File: config.mk
export PLATFORM = sky130hd
export DESIGN_NAME = idll_ctrl
export DESIGN_NICKNAME = d
export VERILOG_FILES = /design/src/sv/idll_pkg.sv /design/src/sv/idll_ctrl.sv
export VERILOG_INCLUDE_DIRS = /design/src /design/src/sv
export SDC_FILE = /design/constraint.sdc
export NUM_CORES = 1
export LEC_CHECK = 0
export BUFFER_PORTS_ARGS = -buffer_cell sky130_fd_sc_hd__buf_2
export CORE_AREA = 8 8 181 166
export DETAILED_ROUTE_END_ITERATION = 10
export DIE_AREA = 0 0 189 174
export GPL_ROUTABILITY_DRIVEN = 0
export PLACE_DENSITY = 0.43
export SYNTH_ARGS = -nofsm -noshare
export SYNTH_HDL_FRONTEND = slang
export SYNTH_SLANG_ARGS = --single-unit
export TNS_END_PERCENT = 20
File: constraint.sdc
create_clock -name clk -period 3.8 [get_ports clk]
set_input_delay 0.19 -clock clk [delete_from_list [all_inputs] [get_ports clk]]
set_output_delay 0.19 -clock clk [all_outputs]
set_load 0.1 [all_outputs]
File: src/sv/indexed_doubly_linked_list_assert.svh
`ifndef INDEXED_DOUBLY_LINKED_LIST_ASSERT_SVH
`define INDEXED_DOUBLY_LINKED_LIST_ASSERT_SVH

// same-cycle implication, clocked on clk, off during reset
`define IDLL_ASSERT_IMP(label, ante, cons, msg) \
    label: assert property (@(posedge clk) disable iff (!rst_n) (ante) |-> (cons)) \
        else $error(msg);

// next-cycle implication
`define IDLL_ASSERT_NXT(label, ante, cons, msg) \
    label: assert property (@(posedge clk) disable iff (!rst_n) (ante) |=> (cons)) \
        else $error(msg);

`endif

File: src/sv/idll_pkg.sv
package idll_pkg;

    localparam int MAX_NODES_DEF = 1024;

    typedef enum logic [1:0] {
        CMD_INS_BEFORE = 2'd0,
        CMD_INS_AFTER  = 2'd1,
        CMD_REMOVE     = 2'd2,
        CMD_READ       = 2'd3
    } cmd_t;

    typedef enum logic [2:0] {
        STAT_OK        = 3'd0,
        STAT_EXHAUSTED = 3'd1,
        STAT_ABSENT    = 3'd2,
        STAT_IGNORED   = 3'd3,
        STAT_EMPTY     = 3'd4
    } status_t;

endpackage

File: src/sv/idll_ctrl.sv
module idll_ctrl #(
    parameter int MAX_NODES = idll_pkg::MAX_NODES_DEF
) (
    input  logic                           clk,
    input  logic                           rst_n,
    input  logic                           in_valid,
    output logic                           in_stall,
    input  logic [1:0]                     cmd,
    input  logic [$clog2(MAX_NODES+1)-1:0] anchor_id,
    output logic                           out_valid,
    input  logic                           out_stall,
    output logic [2:0]                     status,
    output logic [$clog2(MAX_NODES+1)-1:0] node_id,
    output logic                           last,
    output logic                           rd_en,
    output logic [$clog2(MAX_NODES+1)-1:0] rd_addr,
    output logic                           prev_we,
    output logic [$clog2(MAX_NODES+1)-1:0] prev_waddr,
    output logic [$clog2(MAX_NODES+1)-1:0] prev_wdata,
    input  logic [$clog2(MAX_NODES+1)-1:0] prev_rdata,
    output logic                           next_we,
    output logic [$clog2(MAX_NODES+1)-1:0] next_waddr,
    output logic [$clog2(MAX_NODES+1)-1:0] next_wdata,
    input  logic [$clog2(MAX_NODES+1)-1:0] next_rdata,
    output logic                           mark_we,
    output logic [$clog2(MAX_NODES+1)-1:0] mark_waddr,
    output logic                           mark_wdata,
    input  logic                           mark_rdata
);

    localparam int ID_W  = $clog2(MAX_NODES + 1);
    // id counter must also hold MAX_NODES + 1
    localparam int CNT_W = $clog2(MAX_NODES + 2);
    localparam logic [ID_W-1:0]  ID_NONE = '0;
    localparam logic [ID_W-1:0]  ID_ONE  = ID_W'(1);
    localparam logic [CNT_W-1:0] CNT_ONE = CNT_W'(1);
    localparam logic [CNT_W-1:0] ID_MAX  = CNT_W'(MAX_NODES);

    typedef enum logic [3:0] {
        S_IDLE = 4'b0001,
        S_READ = 4'b0010,
        S_LINK = 4'b0100,
        S_DONE = 4'b1000
    } state_t;

    state_t               state_reg, state_next;
    idll_pkg::cmd_t       cmd_reg;
    logic [ID_W-1:0]      anchor_reg;
    logic [ID_W-1:0]      head_reg, head_next;
    logic [ID_W-1:0]      tail_reg, tail_next;
    logic [CNT_W-1:0]     next_new_reg, next_new_next;
    logic [ID_W-1:0]      live_reg, live_next;
    logic [ID_W-1:0]      cursor_reg, cursor_next;
    logic [ID_W-1:0]      nbr_reg, nbr_next;
    idll_pkg::status_t    res_status_reg, res_status_next;
    logic [ID_W-1:0]      res_id_reg, res_id_next;
    logic                 res_last_reg, res_last_next;
    logic                 out_valid_reg, out_valid_next;
    idll_pkg::status_t    status_reg;
    logic [ID_W-1:0]      node_id_reg;
    logic                 last_reg;

    logic                 accept;
    logic                 out_free;
    logic                 anchor_live;
    logic [ID_W-1:0]      read_id;
    logic [ID_W-1:0]      new_id;

    assign accept   = in_valid && (state_reg == S_IDLE);
    assign in_stall = (state_reg != S_IDLE);
    assign rd_en    = accept;
    assign rd_addr  = (idll_pkg::cmd_t'(cmd) == idll_pkg::CMD_READ) ? cursor_reg : anchor_id;
    assign out_free = !out_valid_reg || !out_stall;
    assign new_id   = ID_W'(next_new_reg);

    assign anchor_live = (anchor_reg != ID_NONE) && (CNT_W'(anchor_reg) < next_new_reg)
                         && !mark_rdata;

    always_comb
    begin
        read_id = (cursor_reg == ID_NONE) ? head_reg : next_rdata;
        if (read_id == ID_NONE)
        begin
            read_id = head_reg;
        end
    end

    always_comb
    begin
        state_next      = state_reg;
        head_next       = head_reg;
        tail_next       = tail_reg;
        next_new_next   = next_new_reg;
        live_next       = live_reg;
        cursor_next     = cursor_reg;
        nbr_next        = nbr_reg;
        res_status_next = res_status_reg;
        res_id_next     = res_id_reg;
        res_last_next   = res_last_reg;
        prev_we         = 1'b0;
        prev_waddr      = new_id;
        prev_wdata      = ID_NONE;
        next_we         = 1'b0;
        next_waddr      = new_id;
        next_wdata      = ID_NONE;
        mark_we         = 1'b0;
        mark_waddr      = new_id;
        mark_wdata      = 1'b0;

        case (state_reg)
            S_IDLE:
            begin
                if (accept)
                begin
                    state_next = S_READ;
                end
            end
            S_READ:
            begin
                state_next    = S_DONE;
                res_status_next = idll_pkg::STAT_OK;
                res_id_next   = ID_NONE;
                res_last_next = 1'b0;
                case (cmd_reg)
                    idll_pkg::CMD_INS_BEFORE, idll_pkg::CMD_INS_AFTER:
                    begin
                        if (next_new_reg > ID_MAX)
                        begin
                            res_status_next = idll_pkg::STAT_EXHAUSTED;
                        end
                        else if (live_reg == ID_NONE)
                        begin
                            prev_we       = 1'b1;
                            next_we       = 1'b1;
                            mark_we       = 1'b1;
                            head_next     = new_id;
                            tail_next     = new_id;
                            next_new_next = next_new_reg + CNT_ONE;
                            live_next     = live_reg + ID_ONE;
                            res_id_next   = new_id;
                        end
                        else if (!anchor_live)
                        begin
                            res_status_next = idll_pkg::STAT_ABSENT;
                        end
                        else
                        begin
                            prev_we    = 1'b1;
                            next_we    = 1'b1;
                            mark_we    = 1'b1;
                            state_next = S_LINK;
                            if (cmd_reg == idll_pkg::CMD_INS_BEFORE)
                            begin
                                prev_wdata = prev_rdata;
                                next_wdata = anchor_reg;
                                nbr_next   = prev_rdata;
                            end
                            else
                            begin
                                prev_wdata = anchor_reg;
                                next_wdata = next_rdata;
                                nbr_next   = next_rdata;
                            end
                        end
                    end
                    idll_pkg::CMD_REMOVE:
                    begin
                        if (!anchor_live)
                        begin
                            res_status_next = idll_pkg::STAT_IGNORED;
                        end
                        else
                        begin
                            if (prev_rdata != ID_NONE)
                            begin
                                next_we    = 1'b1;
                                next_waddr = prev_rdata;
                                next_wdata = next_rdata;
                            end
                            else
                            begin
                                head_next = next_rdata;
                            end
                            if (next_rdata != ID_NONE)
                            begin
                                prev_we    = 1'b1;
                                prev_waddr = next_rdata;
                                prev_wdata = prev_rdata;
                            end
                            else
                            begin
                                tail_next = prev_rdata;
                            end
                            if (cursor_reg == anchor_reg)
                            begin
                                cursor_next = prev_rdata;
                            end
                            mark_we    = 1'b1;
                            mark_waddr = anchor_reg;
                            mark_wdata = 1'b1;
                            live_next  = live_reg - ID_ONE;
                        end
                    end
                    idll_pkg::CMD_READ:
                    begin
                        if (live_reg == ID_NONE)
                        begin
                            cursor_next     = ID_NONE;
                            res_status_next = idll_pkg::STAT_EMPTY;
                        end
                        else
                        begin
                            res_id_next = read_id;
                            if (read_id == tail_reg)
                            begin
                                cursor_next   = ID_NONE;
                                res_last_next = 1'b1;
                            end
                            else
                            begin
                                cursor_next = read_id;
                            end
                        end
                    end
                    default:
                    begin
                        res_status_next = idll_pkg::STAT_IGNORED;
                    end
                endcase
            end
            S_LINK:
            begin
                state_next = S_DONE;
                if (cmd_reg == idll_pkg::CMD_INS_BEFORE)
                begin
                    prev_we    = 1'b1;
                    prev_waddr = anchor_reg;
                    prev_wdata = new_id;
                    if (nbr_reg != ID_NONE)
                    begin
                        next_we    = 1'b1;
                        next_waddr = nbr_reg;
                        next_wdata = new_id;
                    end
                    else
                    begin
                        head_next = new_id;
                    end
                end
                else
                begin
                    next_we    = 1'b1;
                    next_waddr = anchor_reg;
                    next_wdata = new_id;
                    if (nbr_reg != ID_NONE)
                    begin
                        prev_we    = 1'b1;
                        prev_waddr = nbr_reg;
                        prev_wdata = new_id;
                    end
                    else
                    begin
                        tail_next = new_id;
                    end
                end
                next_new_next   = next_new_reg + CNT_ONE;
                live_next       = live_reg + ID_ONE;
                res_status_next = idll_pkg::STAT_OK;
                res_id_next     = new_id;
                res_last_next   = 1'b0;
            end
            S_DONE:
            begin
                if (out_free)
                begin
                    state_next = S_IDLE;
                end
            end
            default:
            begin
                state_next = S_IDLE;
            end
        endcase
    end

    always_comb
    begin
        out_valid_next = out_valid_reg;
        if ((state_reg == S_DONE) && out_free)
        begin
            out_valid_next = 1'b1;
        end
        else if (!out_stall)
        begin
            out_valid_next = 1'b0;
        end
    end

    always_ff @(posedge clk or negedge rst_n)
    begin
        if (!rst_n)
        begin
            state_reg     <= S_IDLE;
            head_reg      <= ID_NONE;
            tail_reg      <= ID_NONE;
            next_new_reg  <= CNT_ONE;
            live_reg      <= ID_NONE;
            cursor_reg    <= ID_NONE;
            out_valid_reg <= 1'b0;
        end
        else
        begin
            state_reg     <= state_next;
            head_reg      <= head_next;
            tail_reg      <= tail_next;
            next_new_reg  <= next_new_next;
            live_reg      <= live_next;
            cursor_reg    <= cursor_next;
            out_valid_reg <= out_valid_next;
        end
    end

    always_ff @(posedge clk)
    begin
        if (accept)
        begin
            cmd_reg    <= idll_pkg::cmd_t'(cmd);
            anchor_reg <= anchor_id;
        end
        nbr_reg        <= nbr_next;
        res_status_reg <= res_status_next;
        res_id_reg     <= res_id_next;
        res_last_reg   <= res_last_next;
        if ((state_reg == S_DONE) && out_free)
        begin
            status_reg  <= res_status_reg;
            node_id_reg <= res_id_reg;
            last_reg    <= res_last_reg;
        end
    end

    assign out_valid = out_valid_reg;
    assign status    = status_reg;
    assign node_id   = node_id_reg;
    assign last      = last_reg;

`include "indexed_doubly_linked_list_assert.svh"

    `IDLL_ASSERT_IMP(a_live_bound, 1'b1, CNT_W'(live_reg) < next_new_reg, "live count exceeds ids")
    `IDLL_ASSERT_IMP(a_empty_ends, live_reg == ID_NONE, {head_reg, tail_reg} == '0, "empty list ends")
    `IDLL_ASSERT_IMP(a_cursor_live, cursor_reg != ID_NONE, live_reg != ID_NONE, "cursor on empty list")
    `IDLL_ASSERT_NXT(a_accept_read, accept, state_reg == S_READ, "accepted transaction not read")

endmodule

==> results.txt <==
Vias in the first global route - 7163
Die area - 32900 um^2
Core area - 27200 um^2
Crit Path Max Fanout - 23
Drt drc - 0
Slew Limit Fails - 0
Element type at the critical path end - primary output
Port Buffers - 127
# IOs - 128
Clk_skew - 0.0164 ns
Lkg Pwr - 4.25 nW
Sink Count - 114
Syn Inst Count - 805
Worst-skew pair later-pin latency - 0.42 ns
Aggregate global-route resource usage - 0.201
Rows - 58
First-pass GRT wire length - 49200 um
Crit path from - anchor_reg[9]$_DFFE_PP_
Async set-reset flop share out of synthesis - 0.526
EDFF count, synth - 54
Post-Route Utilization - 0.378
Tmin final - 3.61 ns
Initial DRC Count - 935
Power, Total - 5.57 mW
Ys flop type - dfrtp_1
CTS tree - built
Setup CP Type - flop to primary output
Area of the multi-input gates - 3950 um^2
RR Startpoint - live_reg[0]$_DFFE_PN0P_
RSZ-0062 raised after global routing - false
Fillcell total - 2775
Rel. slew slack - 0.379
Die Ht - 174 um
Sum Neg Setup Slack - 0 ns
Max IR drop VDD - 0.000335 V
Hold path startpoint - in_valid
Register area share after synthesis - 0.422
Layout Area Growth over Synthesis - 39.2%
Yosys warning count - 0
Fin crit share - 0.949
Ant. Diodes - 0
Mapped Avg Cell Area - 9.19 um^2
Postcts setup bufs - 0
Total CTS buffers - 17
Die W - 189 um
Actual slew at the worst max-slew pin - 0.932 ns
HPWL Detailed - 24500 um
R2R depth - 9
Total Wirelength - 33600 um
Final setup violation count - 0
Crit path required time - 3.61 ns
Arr. time, crit path - 3.42 ns
ANT nets after route - 0
Largest net degree at the start of global routing - 37
Max Cap Viol - 0
Root Buffer - clkbuf_16
Power Dens Cells - 541 nW/um^2
Startpoint Class - flop
Clock Pin Slew Worst Setup and Hold Paths - 0.06 ns
Status - complete, no violations
Synthesized area - 7400 um^2
Nets - 1012
Final instance area - 10300 um^2
WL per Instance - 25.3 um
Placed inst area - 9560 um^2
Reg area - 3130 um^2
Via/cell ratio - 5.50
Grt ovf - 0
First drt pass iteration count - 7
Synth unique cells - 64
Clock tree buffer depth - 2
Final Hold Vio Count - 0
Initial antenna violation count - 0
Hold Crit Class - input pin to flop
Cells on Worst Hold Path - 3
Synth Register Bits - 114
Net Count, Synth - 859
Share of layout cells above drive strength 1 - 0.269
CTS H-tree depth - 4
DR vias - 7319
Initial Util - 0.272
Max Fclk - 277 MHz
==> logic make-up after synthesis <==
| group | share of synthesized area |
|---|---|
| buffers and inverters | 0.0534 |
| and+or+nand+nor | 0.167 |
| adders and majority gates | 0.0237 |
| DFF | 0.422 |
| xor gates and xnor gates | 0.0472 |
| muxes | 0.0561 |
| AOI/OAI and AO/OA | 0.230 |
==> power breakdown <==
part / internal [mW] / switching, mW / total [mW]
combinational: 0.728 / 1.46 / 2.19
clock: 0.961 / 0.577 / 1.54
sequential: 1.57 / 0.268 / 1.84
total: 3.26 / 2.30 / 5.57
==> worst max-delay path, stage by stage, from the launching register on <==
cell	delay, ns
edfxtp_1	0.41
ha_1	0.34
a21o_1	0.16
a211oi_1	0.23
nand3_1	0.17
a21o_1	0.37
nor2_4	0.53
buf_12	0.24
a21oi_1	0.08
o21ai_0	0.22
buf_12	0.24
==> metal layers <==
metal / track usage / wire length (um)
met4: 0.0719 / 954
met1: 0.284 / 15000
met5: 0 / 0
met3: 0.0489 / 3170
met2: 0.294 / 14500
==> layout make-up <==
class                      count  area share
multi-input combinational    590       0.383
sequential                   114       0.303
timing repair buffer         204       0.204
tap                          360      0.0437
clock buffer                  22      0.0431
inverter                      31      0.0113
clock inverter                10      0.0109
==> placed cells by master, fill, tap and decap left out, types with 4 or more instances in the layout <==
master         synthesis  final
ha_1                  14     14
and3_1                 4      4
nand2_1               99     99
xor2_1                21     21
edfxtp_1              54     54
dlygate4sd3_1          0     15
a22o_1                33     33
buf_4                  0     61
nand4_1               20     20
nor3_1                14     12
nor2_1                50     47
xnor2_1               17     17
o21ai_0               70     61
a221o_1               15     15
a222oi_1              12     12
a31oi_1                6      6
mux2_2                11     11
nor4_1                20     19
o21ai_1                0      6
a32oi_1                8      8
nand3_1               17     17
clkbuf_16              0     17
mux2i_1               13     13
clkbuf_1              66      5
buf_12                 0     57
buf_2                  1     71
a211oi_1              18     18
a21oi_1               53     53
dfrtp_1               58     58
inv_1                 30     30
mux2_4                10     10
a21o_1                16     16
==> cell usage after synthesis (all sizes together) (18+ instances only) <==
library cell	count	area (um^2)
o21ai	71	367
a21oi	53	265
mux2	22	285
nor2	50	188
a22o	33	289
xor2	21	184
a211oi	18	135
nor4	20	125
edfxtp	54	1620
dfrtp	58	1450
nand2	101	389
nand4	20	125
xnor2	18	165
inv	30	113
clkbuf	66	248
==> path summary, 6_finish.rpt <==
path	endpoint	slack [ns]
worst max-delay path	next_waddr[5]	0.19
worst min-delay path	state_reg[1]$_DFFE_PN0P_	0.05
worst max register to register	new_id[10]$_DFFE_PN0P_	0.51
worst min register to register	last$_DFFE_PP_	0.42
max in group asynchronous	tail_reg[0]$_DFFE_PN0P_	2.41
min in group asynchronous	new_id[7]$_DFFE_PN0P_	0.47
==> stage by stage <==
step           hold slack [ns]  std cells  setup WS (ns)
3_5_place_dp             0.375       1284          0.252
3_3_place_gp             0.376       1284          0.231
2_1_floorplan           -0.106        805         -0.708
5_1_grt                 0.0662       1331         0.0120
6_report                0.0451       1331          0.192
4_1_cts                 0.0283       1331         0.0257
==> timing repair <==
action | 4_1_cts | 5_1_grt
setup endpoints to repair | 11 | 8
hold endpoints to repair | 47 | 0
resized for setup | 1 | 4
hold buffers | 15 | 0
cloned | 0 | 0
Power figures use the tool's default switching activity.
